File: config.mk
export PLATFORM = sky130hd
export DESIGN_NAME = binary_to_decimal_ascii
export DESIGN_NICKNAME = d
export VERILOG_FILES = /design/src/hw/rtl/b2da_pkg.sv /design/src/hw/rtl/b2da_dabble.sv /design/src/hw/rtl/binary_to_decimal_ascii.sv
export SDC_FILE = /design/constraint.sdc
export NUM_CORES = 1
export LEC_CHECK = 0
export ABC_CLOCK_PERIOD_IN_PS = 10100
export BUFFER_PORTS_ARGS = -buffer_cell sky130_fd_sc_hd__buf_2
export CAP_MARGIN = 20
export CELL_PAD_IN_SITES_DETAIL_PLACEMENT = 1
export CELL_PAD_IN_SITES_GLOBAL_PLACEMENT = 2
export CORE_ASPECT_RATIO = 1.75
export CORE_MARGIN = 1.5
export CORE_UTILIZATION = 43
export CTS_CLUSTER_SIZE = 30
export DETAILED_ROUTE_END_ITERATION = 8
export PLACE_DENSITY = 0.86
export SLEW_MARGIN = 20
export SYNTH_ARGS = -nofsm -noshare
export SYNTH_HDL_FRONTEND = slang
export SYNTH_SLANG_ARGS = --single-unit
File: constraint.sdc
create_clock -name clk -period 10.1 [get_ports clk]
set_input_delay 1.515 -clock clk [delete_from_list [all_inputs] [get_ports clk]]
set_output_delay 1.515 -clock clk [all_outputs]
set_load 0.1 [all_outputs]
File: src/hw/rtl/b2da_pkg.sv
`timescale 1ns / 1ps
`default_nettype none

package b2da_pkg;

	localparam int VALUE_BITS = 64;
	localparam int IN_BYTES   = (VALUE_BITS + 7) / 8;
	localparam int IN_TDATA_W = IN_BYTES * 8;

	// decimal digits needed for VALUE_BITS bits: floor(bits * log10(2)) + 1
	localparam int BCD_DIGITS = (VALUE_BITS * 30103) / 100000 + 1;
	localparam int BCD_BITS   = BCD_DIGITS * 4;

	localparam int BIT_CNT_W  = $clog2(VALUE_BITS);
	localparam int DIG_CNT_W  = $clog2(BCD_DIGITS + 1);

	localparam int CHAR_W     = 6;
	localparam int OUT_TDATA_W = 8;
	localparam logic [CHAR_W-1:0] ASCII_ZERO = CHAR_W'(48);

endpackage

`default_nettype wire

File: src/hw/rtl/b2da_dabble.sv
`timescale 1ns / 1ps
`default_nettype none

module b2da_dabble (
	input  wire logic                              clk,
	input  wire logic                              arst_n,
	input  wire logic                              start,
	input  wire logic [b2da_pkg::VALUE_BITS-1:0]   value,
	output logic                                   done,
	output logic [b2da_pkg::BCD_BITS-1:0]          bcd
);

	logic [b2da_pkg::VALUE_BITS-1:0] bin_q;
	logic [b2da_pkg::BCD_BITS-1:0]   bcd_q;
	logic [b2da_pkg::BCD_BITS-1:0]   adj;
	logic [b2da_pkg::BIT_CNT_W-1:0]  cnt_q;
	logic                            busy_q;
	logic                            done_q;

	// add three to every digit of five or more before the shift
	always_comb begin
		logic [3:0] d;
		d = '0;
		adj = bcd_q;
		for (int i = 0; i < b2da_pkg::BCD_DIGITS; i++) begin
			d = bcd_q[4*i +: 4];
			adj[4*i +: 4] = (d >= 4'd5) ? d + 4'd3 : d;
		end
	end

	always_ff @(posedge clk or negedge arst_n) begin
		if (!arst_n) begin
			busy_q <= 1'b0;
			done_q <= 1'b0;
			cnt_q  <= '0;
		end else begin
			done_q <= 1'b0;
			if (start) begin
				busy_q <= 1'b1;
				cnt_q  <= '0;
			end else if (busy_q) begin
				cnt_q <= cnt_q + 1'b1;
				if (cnt_q == b2da_pkg::BIT_CNT_W'(b2da_pkg::VALUE_BITS - 1)) begin
					busy_q <= 1'b0;
					done_q <= 1'b1;
				end
			end
		end
	end

	always_ff @(posedge clk) begin
		if (start) begin
			bin_q <= value;
			bcd_q <= '0;
		end else if (busy_q) begin
			bin_q <= {bin_q[b2da_pkg::VALUE_BITS-2:0], 1'b0};
			bcd_q <= {adj[b2da_pkg::BCD_BITS-2:0], bin_q[b2da_pkg::VALUE_BITS-1]};
		end
	end

	assign done = done_q;
	assign bcd  = bcd_q;

endmodule

`default_nettype wire

File: src/hw/rtl/binary_to_decimal_ascii.sv
// Binary to decimal ASCII text converter.
// Input stream s_*: one transfer carries one unsigned 64-bit value in s_tdata.
// Output stream m_*: one transfer per decimal digit, most significant first,
// ASCII code in m_tdata[5:0], m_tlast set on the final digit. Leading zeros
// are dropped; zero gives the single character '0'.
// One value is in flight at a time: s_tready is high only while idle.
// After a value is taken, a bit-serial double-dabble core shifts in one bit
// per cycle and hands the BCD word over, then leading zero digits are
// shifted out one per cycle, and the digits follow, one per cycle while
// m_tready is high.
// A stalled receiver holds the current digit on m_tdata/m_tlast unchanged.
// Reset clears all control state; the block comes up idle and ready.
`timescale 1ns / 1ps
`default_nettype none

module binary_to_decimal_ascii (
	input  wire logic                                 clk,
	input  wire logic                                 arst_n,
	input  wire logic                                 s_tvalid,
	output logic                                      s_tready,
	input  wire logic [b2da_pkg::IN_TDATA_W-1:0]      s_tdata,  // [63:0] value
	output logic                                      m_tvalid,
	input  wire logic                                 m_tready,
	output logic [b2da_pkg::OUT_TDATA_W-1:0]          m_tdata,  // [5:0] digit_char, [7:6] zero
	output logic                                      m_tlast   // last_digit
);

	typedef enum logic [1:0] {
		ST_IDLE,
		ST_CONV,
		ST_TRIM,
		ST_EMIT
	} state_t;

	state_t                          state_q;
	logic [b2da_pkg::BCD_BITS-1:0]   dig_q;
	logic [b2da_pkg::DIG_CNT_W-1:0]  left_q;
	logic                            in_xfer;
	logic                            out_xfer;
	logic                            conv_done;
	logic [b2da_pkg::BCD_BITS-1:0]   conv_bcd;
	logic [3:0]                      top_dig;

	assign in_xfer  = s_tvalid && s_tready;
	assign out_xfer = m_tvalid && m_tready;
	assign top_dig  = dig_q[b2da_pkg::BCD_BITS-1 -: 4];

	b2da_dabble u_dabble (
		.clk    (clk),
		.arst_n (arst_n),
		.start  (in_xfer),
		.value  (s_tdata[b2da_pkg::VALUE_BITS-1:0]),
		.done   (conv_done),
		.bcd    (conv_bcd)
	);

	always_ff @(posedge clk or negedge arst_n) begin
		if (!arst_n) begin
			state_q <= ST_IDLE;
			left_q  <= '0;
		end else begin
			unique case (state_q)
				ST_IDLE: begin
					if (in_xfer) state_q <= ST_CONV;
				end
				ST_CONV: begin
					if (conv_done) begin
						left_q  <= b2da_pkg::DIG_CNT_W'(b2da_pkg::BCD_DIGITS);
						state_q <= ST_TRIM;
					end
				end
				ST_TRIM: begin
					if (top_dig == 4'd0 && left_q > b2da_pkg::DIG_CNT_W'(1)) begin
						left_q <= left_q - 1'b1;
					end else begin
						state_q <= ST_EMIT;
					end
				end
				ST_EMIT: begin
					if (out_xfer) begin
						left_q <= left_q - 1'b1;
						if (left_q == b2da_pkg::DIG_CNT_W'(1)) state_q <= ST_IDLE;
					end
				end
				default: state_q <= ST_IDLE;
			endcase
		end
	end

	// digit shift line: load from the core, advance on trim and on each transfer
	always_ff @(posedge clk) begin
		if (state_q == ST_CONV && conv_done) begin
			dig_q <= conv_bcd;
		end else if ((state_q == ST_TRIM && top_dig == 4'd0 && left_q > b2da_pkg::DIG_CNT_W'(1))
				|| (state_q == ST_EMIT && out_xfer)) begin
			dig_q <= {dig_q[b2da_pkg::BCD_BITS-5:0], 4'd0};
		end
	end

	assign s_tready = (state_q == ST_IDLE);
	assign m_tvalid = (state_q == ST_EMIT);
	assign m_tdata  = {2'b00, b2da_pkg::ASCII_ZERO + {2'b00, top_dig}};
	assign m_tlast  = (left_q == b2da_pkg::DIG_CNT_W'(1));

endmodule

`default_nettype wire

# Word-level counts from Yosys, hierarchy flattened
# Cells that the tools add are included.
# W data, S select, Z words.
# totals
register_bits	239
output_inout_bits	11
elab_cells	120
# op_classes
n_addsub	23
magnitude_cmp	21
eq_ne	11
mux	42
n_reduce_logical	15
# ops
cell	count
$mux W80	2
$mux W64	2
$ge A4 B3 Y1 const B	20
$add A4 B2 Y4 const B	19
$mux W4	19
$mux W5	3
$pmux W5 S3	1
$mux W6	2
$mux W2	5
$ne A2 B1 Y1 const B	4
$pmux W2 S4	1
$logic_and A1 B1 Y1	7
$add A5 B5 Y6 const A	1
$add A6 B1 Y6 const B	1
$eq A6 B6 Y1 const B	1
$mux W1	6
$eq A5 B1 Y1 const B	1
$gt A5 B1 Y1 const B	1
$reduce_and A5 Y1	1
$sub A5 B1 Y5 const B	1
$eq A2 B2 Y1 const B	2
$logic_not A4 Y1	1
$ne A2 B2 Y1 const B	2
$reduce_and A4 Y1	1
7 further kinds	8

# Logic depth before layout (Yosys ltp)
# Gate-level depths: netlist (run 1).
# depth
ltp_word	6
mapped_depth	8
ltp_nobuf	6

# Hierarchy
# Synthesis (run 1) repeated with hierarchy kept, for this count alone.
# unflattened
cells_unflattened	1024
hier_area_um2	11887.7
# modules_own_cells
mod	n_inst	cells_each	area_each_um2	seq_area_each_um2
b2da_dabble	1	785	7892.6	3723.6
binary_to_decimal_ascii	1	239	3995.1	2577.5

# Least setup slack after synthesis (run 1)
# No wires, ideal clock.
# synth_path
kind	in2reg
start	in m_tready
end	reg dig_q[0] in the netlist's numbering (enable)
arrival_ps	3379
t_required_ps	9104
setup_slack_ps	5725
cell_stages	2
n_path_buf	0
cell_sequence	nand2_1 nand3_1
# synth_via
elab_chain_cells	4
# synth_rtl
item	line	source
from (decl)	binary_to_decimal_ascii.sv:23	input wire logic m_tready,
$logic_and A1 B1 Y1	binary_to_decimal_ascii.sv:45	assign out_xfer = m_tvalid && m_tready;
$logic_and A1 B1 Y1	binary_to_decimal_ascii.sv:95	|| (state_q == ST_EMIT && out_xfer)) begin
$logic_or A1 B1 Y1	binary_to_decimal_ascii.sv:95	
$reduce_bool A2 Y1 (no line)	n/a	
to (signal assigned)	binary_to_decimal_ascii.sv:93	dig_q <= conv_bcd;
to (signal assigned)	binary_to_decimal_ascii.sv:96	dig_q <= {dig_q[b2da_pkg::BCD_BITS-5:0], 4'd0};
to (decl)	binary_to_decimal_ascii.sv:36	logic [b2da_pkg::BCD_BITS-1:0] dig_q;
# No other way between the ends.
# A chain may end at the register's enable or synchronous reset.

# Final worst setup path (run 1)
# layout_path
start	reg state_q[1]
end	out s_tready
# layout_via
elab_chain_cells	1
# layout_rtl
item	line	source
from (decl)	binary_to_decimal_ascii.sv:35	state_t state_q;
from (signal assigned)	binary_to_decimal_ascii.sv:59	state_q <= ST_IDLE;
from (signal assigned)	binary_to_decimal_ascii.sv:64	if (in_xfer) state_q <= ST_CONV;
from (signal assigned)	binary_to_decimal_ascii.sv:69	state_q <= ST_TRIM;
$logic_not A2 Y1	binary_to_decimal_ascii.sv:100	assign s_tready = (state_q == ST_IDLE);
to (decl)	binary_to_decimal_ascii.sv:20	output logic s_tready,
# No other way between the ends.

==> results of run 1 <==
## sequential cells by signal, indices dropped and copies added (netlist names)
signal and cells:
dig_q 80, left_q 5, state_q 2, u_dabble.bcd 80, u_dabble.bin_q 64, u_dabble.busy_q 1, u_dabble.cnt_q 6, u_dabble.done 1
## cells in the final DEF (no fill, tap or decap), drive strengths merged, types with 21 or more instances in the layout
master,count
or3,22
nand3,22
nand2b,21
inv,48
buf,80
dfxtp,80
nand2,257
o21ai,119
edfxtp,144
clkbuf,29
mux2,60
xnor2,21
nor2,34
a21oi,41
xor2,22
ha,47
## final cells by class
class | instances | area, um2
fillers | 2899 | 13240
flip-flops and latches | 239 | 6305
multi-input cells | 760 | 4690
clock buffers | 29 | 618.1
repair buffers | 80 | 415.4
well taps | 320 | 400.4
inverters | 48 | 180.2
clock inverters | 12 | 116.4
## cell usage after synthesis, drive strengths merged (20+ instances only)
cell and number:
a21oi 41, buf 25, clkbuf 36, dfxtp 80, edfxtp 144, ha 47, inv 48, mux2 60
nand2 257, nand2b 21, nand3 22, nand3b 20, nor2 34, nor3b 20, o21ai 119, or3 22
xnor2 21, xor2 22
## per-stage QoR
| step | setup WS [ns] | utilization [%] | hold slack (ns) |
|---|---|---|---|
| 6_report | 6.708 | 49.02 | 0.4799 |
| 5_1_grt | 6.629 | 49.02 | 0.5034 |
| 4_1_cts | 6.676 | 49.02 | 0.4881 |
| 2_1_floorplan | 5.725 | - | 0.4422 |
| 3_3_place_gp | 6.470 | 46.19 | 0.4686 |
| 3_5_place_dp | 6.446 | 46.19 | 0.4789 |
## power by group
part | internal (mW) | switching [mW]
sequential | 1.50 | 0.229
clock | 0.486 | 0.377
combinational | 0.580 | 0.825
## cells by family (layout without fill, tap and decap cells)
group           Yosys count  after routing  synth area share, %
xor+xnor                 43             43                3.301
buf+inv                 109            169                4.036
compound gates          194            194                9.553
other cells               2              4              0.06583
mux                      63             63                6.251
fa+ha+maj                47             47                5.155
flops                   239            239                55.23
simple gates            409            409                16.41
## metal layers
layer  global-route usage [%]  vias up  wire, um  share of wire [%]
li1                         -     3873         -                  -
met4                    5.287        0       458                1.9
met2                    36.30       96     13500                 56
met3                    2.277       28       693                2.9
met1                    20.00     3833      9484                 39
met5                        0        -         0                  0
## tightest hold or removal path: stages (launching register included)
cell and delay (ns):
dfxtp_1 0.32, nand2_1 0.06, a21oi_1 0.05
## how the worst min path moves through the flow
stage | start | end | slack, ns | cells past startpoint
4_1_cts | u_dabble.bcd[79] | u_dabble.bcd[79] | 0.49 | 2
3_3_place_gp | u_dabble.bcd[79] | u_dabble.bcd[79] | 0.47 | 2
6_report | u_dabble.bcd[79] | u_dabble.bcd[79] | 0.48 | 2
3_5_place_dp | u_dabble.bcd[79] | u_dabble.bcd[79] | 0.48 | 2
5_1_grt | u_dabble.bcd[79] | u_dabble.bcd[79] | 0.50 | 2
2_1_floorplan | u_dabble.bcd[79] | u_dabble.bcd[79] | 0.44 | 2
==> run summary, run 1 <==
Post-Route WL - 24.14 mm
Initial Util - 43.95%
FF-to-FF path depth - 6
Worst Path Required - 8.59 ns
Tot Pwr - 3.996 mW
Cell Count, Final, Fillers Out - 1488
Synth area leaders - edfxtp_1 38%, dfxtp_1 14%, nand2_1 8.5%
CP Class - reg -> out
Post-CTS Setup Bufs - 0
RSZ-0062 raised after global routing - no
total gr overflow - 0
CTS tree - built
layout cells sized above 1 - 16.27%
CTS H-tree lvls - 1
Bufs and invs on worst path - 2
Ys Warns - 0
Site Rows - 78
worst vdd ir - 0.1620 mV
final RePlAce weighted congestion - 0.7630
critical path, cell by cell - inv_1 > ha_1 > buf_2
total via count in the routed design - 7830
final critical-path share of the clock period - 33.58%
post-layout min period - 3.392 ns
Post-Syn Instances - 1106
post-synthesis instance area - 0.01141 mm2
Final Slew Violations - 0
FF-to-FF End - u_dabble.bin_q[50]
post-CTS sizing - 0
largest net degree at the start of global routing - 84
leading register cell type out of synthesis - edfxtp_1
HP Class - reg -> reg
Critical Path End - s_tready
Max Fanout on Critical Path - 6
CP top delay family - buffers and inverters
vias in the first global route - 8401
count of hold-fix buffers inserted at cts - 0
maximum clock frequency - 0.2948 GHz
Slew HR - 30.24%
share of the synthesized area in the top cell type - 37.90%
Global Route Usage Sum - 18.28%
Via density - 5.262
CP max stage delay - 0.49 ns
flop2flop setup slack - 7.25 ns
Nets - 1267
I/O pins - 79
leading area contributor after synthesis - edfxtp_1
Leakage - 5.209 nW
initial antenna violation count - 0
CP arrival - 1.88 ns
antenna-violating nets left - 0
number of distinct library cells after synthesis - 43
DR WL/cell - 16.22 um
Power Density - 314.0 mW/mm2
die span in x - 126.1 um
Seq cells post-synth - 239
Critical-path top delay cell - buf_2
DRT Pass-1 Iters - 6
syn avg cell area - 10.32 um2
Cells after DPL - 1447
root buf cell - clkbuf_16
diodes inserted - 0
Placed Area - 0.01199 mm2
Num CTS Buffers - 23
critical path launch point - state_q[1]
Least-Margin Pin Slew - 1.046 ns
Die Area - 0.02756 mm2
outcome - finished clean
first-pass GRT wire length - 41.11 mm
final setup TNS - 0 ns
CP Capture Type - output port
Synth async-reset ratio - 6.276%
design area - 0.01272 mm2
area delta synth->final - 11.54%
max_cap viols - 0
Detail Placement HPWL - 15.77 mm
DRC Markers - 0
sequential area share after synthesis - 55.23%
number of synthesized flops with an enable pin - 144
final hold viol count - 0
# port buffers - 74
CTS Buffer Depth - 3
Die Ht - 218.5 um
Clock Pin Slew Worst Setup and Hold Paths - 0.07 ns
Crit. path cell count - 3
Worst setup SP type - register
CTS Sinks - 239
clk_lat worst skew - 0.52 ns
R2R Path Start - state_q[1]
Iter 0 DRT Violations - 391
Clock Skew - 0.01093 ns
count of final setup violators - 0
core area - 0.02596 mm2
(Power assumes the default switching activity.)
==> run 2: changes to the inputs <==
- ABC_CLOCK_PERIOD_IN_PS: 10100 -> 3300
- CORE_UTILIZATION: 43 -> 40
- PLACE_DENSITY: 0.86 -> 0.81
- clock period: 10.1 -> 3.3 ns (I/O delays scaled with it)
==> run 2 against run 1 <==
  * Register-to-register slack got worse by 6.4 ns
  * Final area up 1.3%
  * Clock power rose to 3.1 times the previous value
  * Die area grew 7.4%
  * Non-clock buffer count increased by 3
  * Wire length up 3.0%
  * Final cell count up 4.0%
  * Global-route usage shrank 0.50 points
  * Clock skew increased by 0.011 ns
  * Highest routed layer unchanged
==> run summary, run 2 (synthesized netlist as in run 1, its figures left out) <==
CTS tree - built
max_cap viols - 0
vias in the first global route - 8550
DR WL/cell - 16.07 um
I/O pins - 79
Final Slew Violations - 0
total gr overflow - 0
HP Class - in -> reg
Least-Margin Pin Slew - 1.077 ns
Worst setup SP type - register
flop2flop setup slack - 0.81 ns
clk_lat worst skew - 0.54 ns
Slew HR - 28.22%
CP arrival - 2.64 ns
CP max stage delay - 0.77 ns
GR Util met3 - 2.808%
layout cells sized above 1 - 16.18%
Site Rows - 81
HP Start - s_tdata[45]
outcome - finished clean
total via count in the routed design - 7833
count of final setup violators - 0
Die Area - 0.02958 mm2
post-layout min period - 2.492 ns
maximum clock frequency - 0.4014 GHz
DRT Pass-1 Iters - 4
antenna-violating nets left - 0
M2 GR Usage - 33.92%
diodes inserted - 0
first-pass GRT wire length - 42.01 mm
Die Ht - 226.4 um
R2R Path Start - left_q[1]
Bufs and invs on worst path - 2
Hold EP - u_dabble.bin_q[45]
final RePlAce weighted congestion - 0.7617
DRC Markers - 0
CTS H-tree lvls - 1
RSZ-0062 raised after global routing - no
final setup TNS - 0 ns
CTS Buffer Depth - 3
largest net degree at the start of global routing - 117
worst hold slack - 0.2139 ns
root buf cell - clkbuf_16
Nets - 1271
CP Capture Type - register
met1 Usage GRT - 19.85%
commonest non-fill, non-tap cells in the layout - 255 x nand2_1, 144 x edfxtp_1, 119 x o21ai_0
Power Density - 956.8 mW/mm2
Via density - 5.063
post-CTS sizing - 0
die span in x - 130.7 um
critical path, cell by cell - inv_1 > ha_1 > o21ba_2 > o211ai_4 > nand3_4 > buf_4
# port buffers - 74
dpl ws - 0.8514 ns
CP Class - reg -> reg
Leakage - 5.269 nW
Initial Util - 40.79%
CP top delay family - buffers and inverters
core area - 0.02797 mm2
FF-to-FF path depth - 6
CTS Sinks - 239
commonest non-fill, non-tap cell in the layout - nand2_1
Num CTS Buffers - 24
Detail Placement HPWL - 15.69 mm
Iter 0 DRT Violations - 300
post-route setup slack - 0.8085 ns
busiest grt layer - met2
Worst Path Required - 3.45 ns
hold path cells - 3
FF-to-FF End - dig_q[3]
Critical-path top delay cell - buf_4
area delta synth->final - 13.01%
worst vdd ir - 0.5132 mV
Clock Pin Slew Worst Setup and Hold Paths - 0.07 ns
Clock Skew - 0.02174 ns
Post-Route WL - 24.87 mm
Tot Pwr - 12.34 mW
Global Route Usage Sum - 17.78%
final critical-path share of the clock period - 75.50%
final hold viol count - 0
initial antenna violation count - 0
Max Fanout on Critical Path - 80
[run 2: cell types whose count changed in the layout (fill, tap and decap cells not counted)]
cell,previous run,this run
clkbuf_1,4,5
bufinv_16,2,1
clkinv_1,1,4
clkbuf_16,23,25
clkinv_8,0,1
buf_4,6,4
buf_12,0,4
clkinvlp_4,3,0
dlygate4sd3_1,0,1
nand2_1,254,255
nand2_2,1,0
[run 2: area by class of cell]
| type | instances | area, um2 |
|---|---|---|
| Inverter | 48 | 180.2 |
| Clock inverter | 12 | 91.34 |
| Multi-Input combinational cell | 760 | 4687 |
| Timing Repair Buffer | 83 | 490.5 |
| Sequential cell | 239 | 6305 |
| Tap cell | 373 | 466.7 |
| Clock buffer | 32 | 671.9 |
| Fill cell | 3141 | 15080 |
[run 2: through the flow]
step	util [%]	std cells	cell area [um2]
floorplan	-	1108	11420
global placement	43.33	1502	12120
detailed placement	43.33	1502	12120
CTS	46.09	1547	12890
global route	46.09	1547	12890
finish	46.09	1547	12890
[run 2: worst min-delay path: stages]
cell and delay (ns):
buf_2 0.07, nand2_1 0.04, nand2_1 0.04
[run 2: timing repair]
action,4_1_cts,5_1_grt
hold buffers,1,0
buffers inserted,0,0
endpoints found under the hold margin,15,0
[run 2: worst max-delay path by stage]
stage | start | to | slack, ns | cells after the start
floorplan | state_q[0] | u_dabble.bin_q[0] | 0.24 | 5
global placement | dig_q[77] | dig_q[27] | 0.89 | 4
detailed placement | dig_q[77] | dig_q[39] | 0.85 | 4
CTS | left_q[1] | dig_q[9] | 0.81 | 6
global route | left_q[1] | dig_q[9] | 0.67 | 6
finish | left_q[1] | dig_q[3] | 0.81 | 6
[run 2: where the power goes]
group | internal [mW] | leakage, nW | switching (mW) | total [mW]
Sequential | 4.58 | 2.30 | 0.699 | 5.28
Combinational | 1.80 | 2.59 | 2.55 | 4.35
Clock | 1.51 | 0.379 | 1.19 | 2.70
Total | 7.90 | 5.27 | 4.43 | 12.3
[run 2: layer usage]
| metal | up-vias | part of all wire [%] |
|---|---|---|
| met2 | 111 | 55 |
| met1 | 3813 | 40 |
| li1 | 3875 | - |
| met5 | - | 0 |
| met3 | 34 | 3.5 |
| met4 | 0 | 1.9 |
==> run 3: changes to the inputs <==
- ABC_CLOCK_PERIOD_IN_PS: 3300 -> 2400
- clock period: 3.3 -> 2.4 ns (I/O delays scaled with it)
==> run 3 against run 2 <==
  * Power up 41%
  * Critical path depth shrank 3
  * First-iteration DRC count rose by 29%
  * Sequential power up 38%
  * Non-clock buffer count up 4
==> run summary, run 3 (synthesized netlist as in run 1, its figures left out) <==
Post-Route WL - 25.78 mm
multi-input logic area - 0.004697 mm2
CTS Sinks - 239
Psw - 6.208 mW
initial antenna violation count - 0
final setup TNS - 0 ns
Via density - 5.095
largest net degree at the start of global routing - 81
die span in x - 130.7 um
maximum clock frequency - 0.4570 GHz
Die Area - 0.02958 mm2
final critical-path share of the clock period - 91.18%
clk_lat worst skew - 0.53 ns
total via count in the routed design - 7903
HP Class - in -> reg
Filler cells - 3169
Clock Pin Slew Worst Setup and Hold Paths - 0.07 ns
layout cells sized above 1 - 16.89%
final hold viol count - 0
Leakage - 5.331 nW
first-pass GRT wire length - 43.37 mm
DRT Pass-1 Iters - 4
Least-Margin Pin Slew - 0.5433 ns
P_int - 11.23 mW
Max Fanout on Critical Path - 6
total gr overflow - 0
Final Util - 46.66%
combinational power share - 35.3%
# port buffers - 74
RSZ-0062 raised after global routing - no
Worst Path Required - 2.04 ns
commonest non-fill, non-tap cell in the layout - nand2_1
count of final setup violators - 0
Post-CTS Setup Bufs - 0
CP Capture Type - output port
vias in the first global route - 8673
Sequential Area - 0.006305 mm2
Die Ht - 226.4 um
Clk pwr share - 23.1%
area delta synth->final - 14.41%
CTS tree - built
core area - 0.02797 mm2
count of hold-fix buffers inserted at cts - 1
post-CTS sizing - 0
switch share - 35.60%
CP arrival - 1.83 ns
Tot Pwr - 17.44 mW
Nets - 1275
CTS Buffer Depth - 3
I/O pins - 79
DR WL/cell - 16.62 um
final RePlAce weighted congestion - 0.7756
diodes inserted - 0
Detail Placement HPWL - 16.91 mm
Global Route Usage Sum - 18.46%
max_cap viols - 0
antenna-violating nets left - 0
sequential power share - 41.7%
Iter 0 DRT Violations - 387
Site Rows - 81
Worst setup SP type - register
Clock Skew - 0.01696 ns
Initial Util - 40.79%
root buf cell - clkbuf_16
post-layout min period - 2.188 ns
Power Density - 1336 mW/mm2
outcome - finished clean
commonest non-fill, non-tap cells in the layout - 255 x nand2_1, 144 x edfxtp_1, 119 x o21ai_0
Slew HR - 63.65%
DRC Markers - 0
CTS H-tree lvls - 1
CP Class - reg -> out
Final Slew Violations - 0
worst vdd ir - 0.7590 mV
Num CTS Buffers - 24
run 3: cell count changes in the layout (fill, tap and decap cells not counted), moves of 3 or more:
cell,change
clkinv_1,-4
bufinv_16,+3
clkinvlp_4,+3
buf_12,+4
run 3: power groups by stage:
stage               clock network (mW)  logic (mW)  registers, mW
global placement                     0        5.99           7.32
finish                            4.02        6.15           7.27
detailed placement                   0        6.24           7.39
global route                      4.27        7.11           7.49
CTS                               4.14        6.33           7.30
floorplan                            0        4.79           7.01
run 3: final cells by class:
cell class                 count  share of cell area (%)
clock buffer                  32                   5.071
clock inverter                12                   1.313
inverter                      48                   1.380
multi-input combinational    760                   35.99
sequential                   239                   48.30
tap                          373                   3.576
timing repair buffer          87                   4.371
run 3: routing by layer:
metal	vias up	part of all wire, %	GRT usage [%]
li1	3891	-	-
met1	3865	39	20.50
met2	112	55	35.55
met3	35	3.2	2.454
met4	0	2.4	5.778
met5	-	0	0
run 3: stage by stage:
stage / instances / setup WS (ns) / hold WS (ns) / area [um2]
after floorplan: 1108 / 0.01768 / 0.06441 / 11440
after global placement: 1506 / 0.4720 / 0.2902 / 12210
after detailed placement: 1506 / 0.4123 / 0.2901 / 12210
after CTS: 1551 / 0.1673 / 0.06363 / 13050
after global routing: 1551 / 0.1151 / 0.07559 / 13050
final: 1551 / 0.2117 / 0.08447 / 13050
run 3: final timing paths:
path	end	slack, ns	cells past startpoint	from
max	s_tready	0.21	3	state_q[0]
min	u_dabble.bin_q[40]	0.08	3	s_tdata[40]
max reg2reg	state_q[1]	0.37	6	state_q[1]
min reg2reg	u_dabble.bcd[0]	0.50	2	u_dabble.bin_q[63]
max in group asynchronous	u_dabble.busy_q	1.84	2	arst_n
min in group asynchronous	left_q[1]	0.26	2	arst_n
run 3: worst max-delay path, stage by stage, from the launching register on:
cell and delay [ns]:
dfrtp_1 0.40, inv_1 0.13, ha_2 0.29, buf_2 0.47
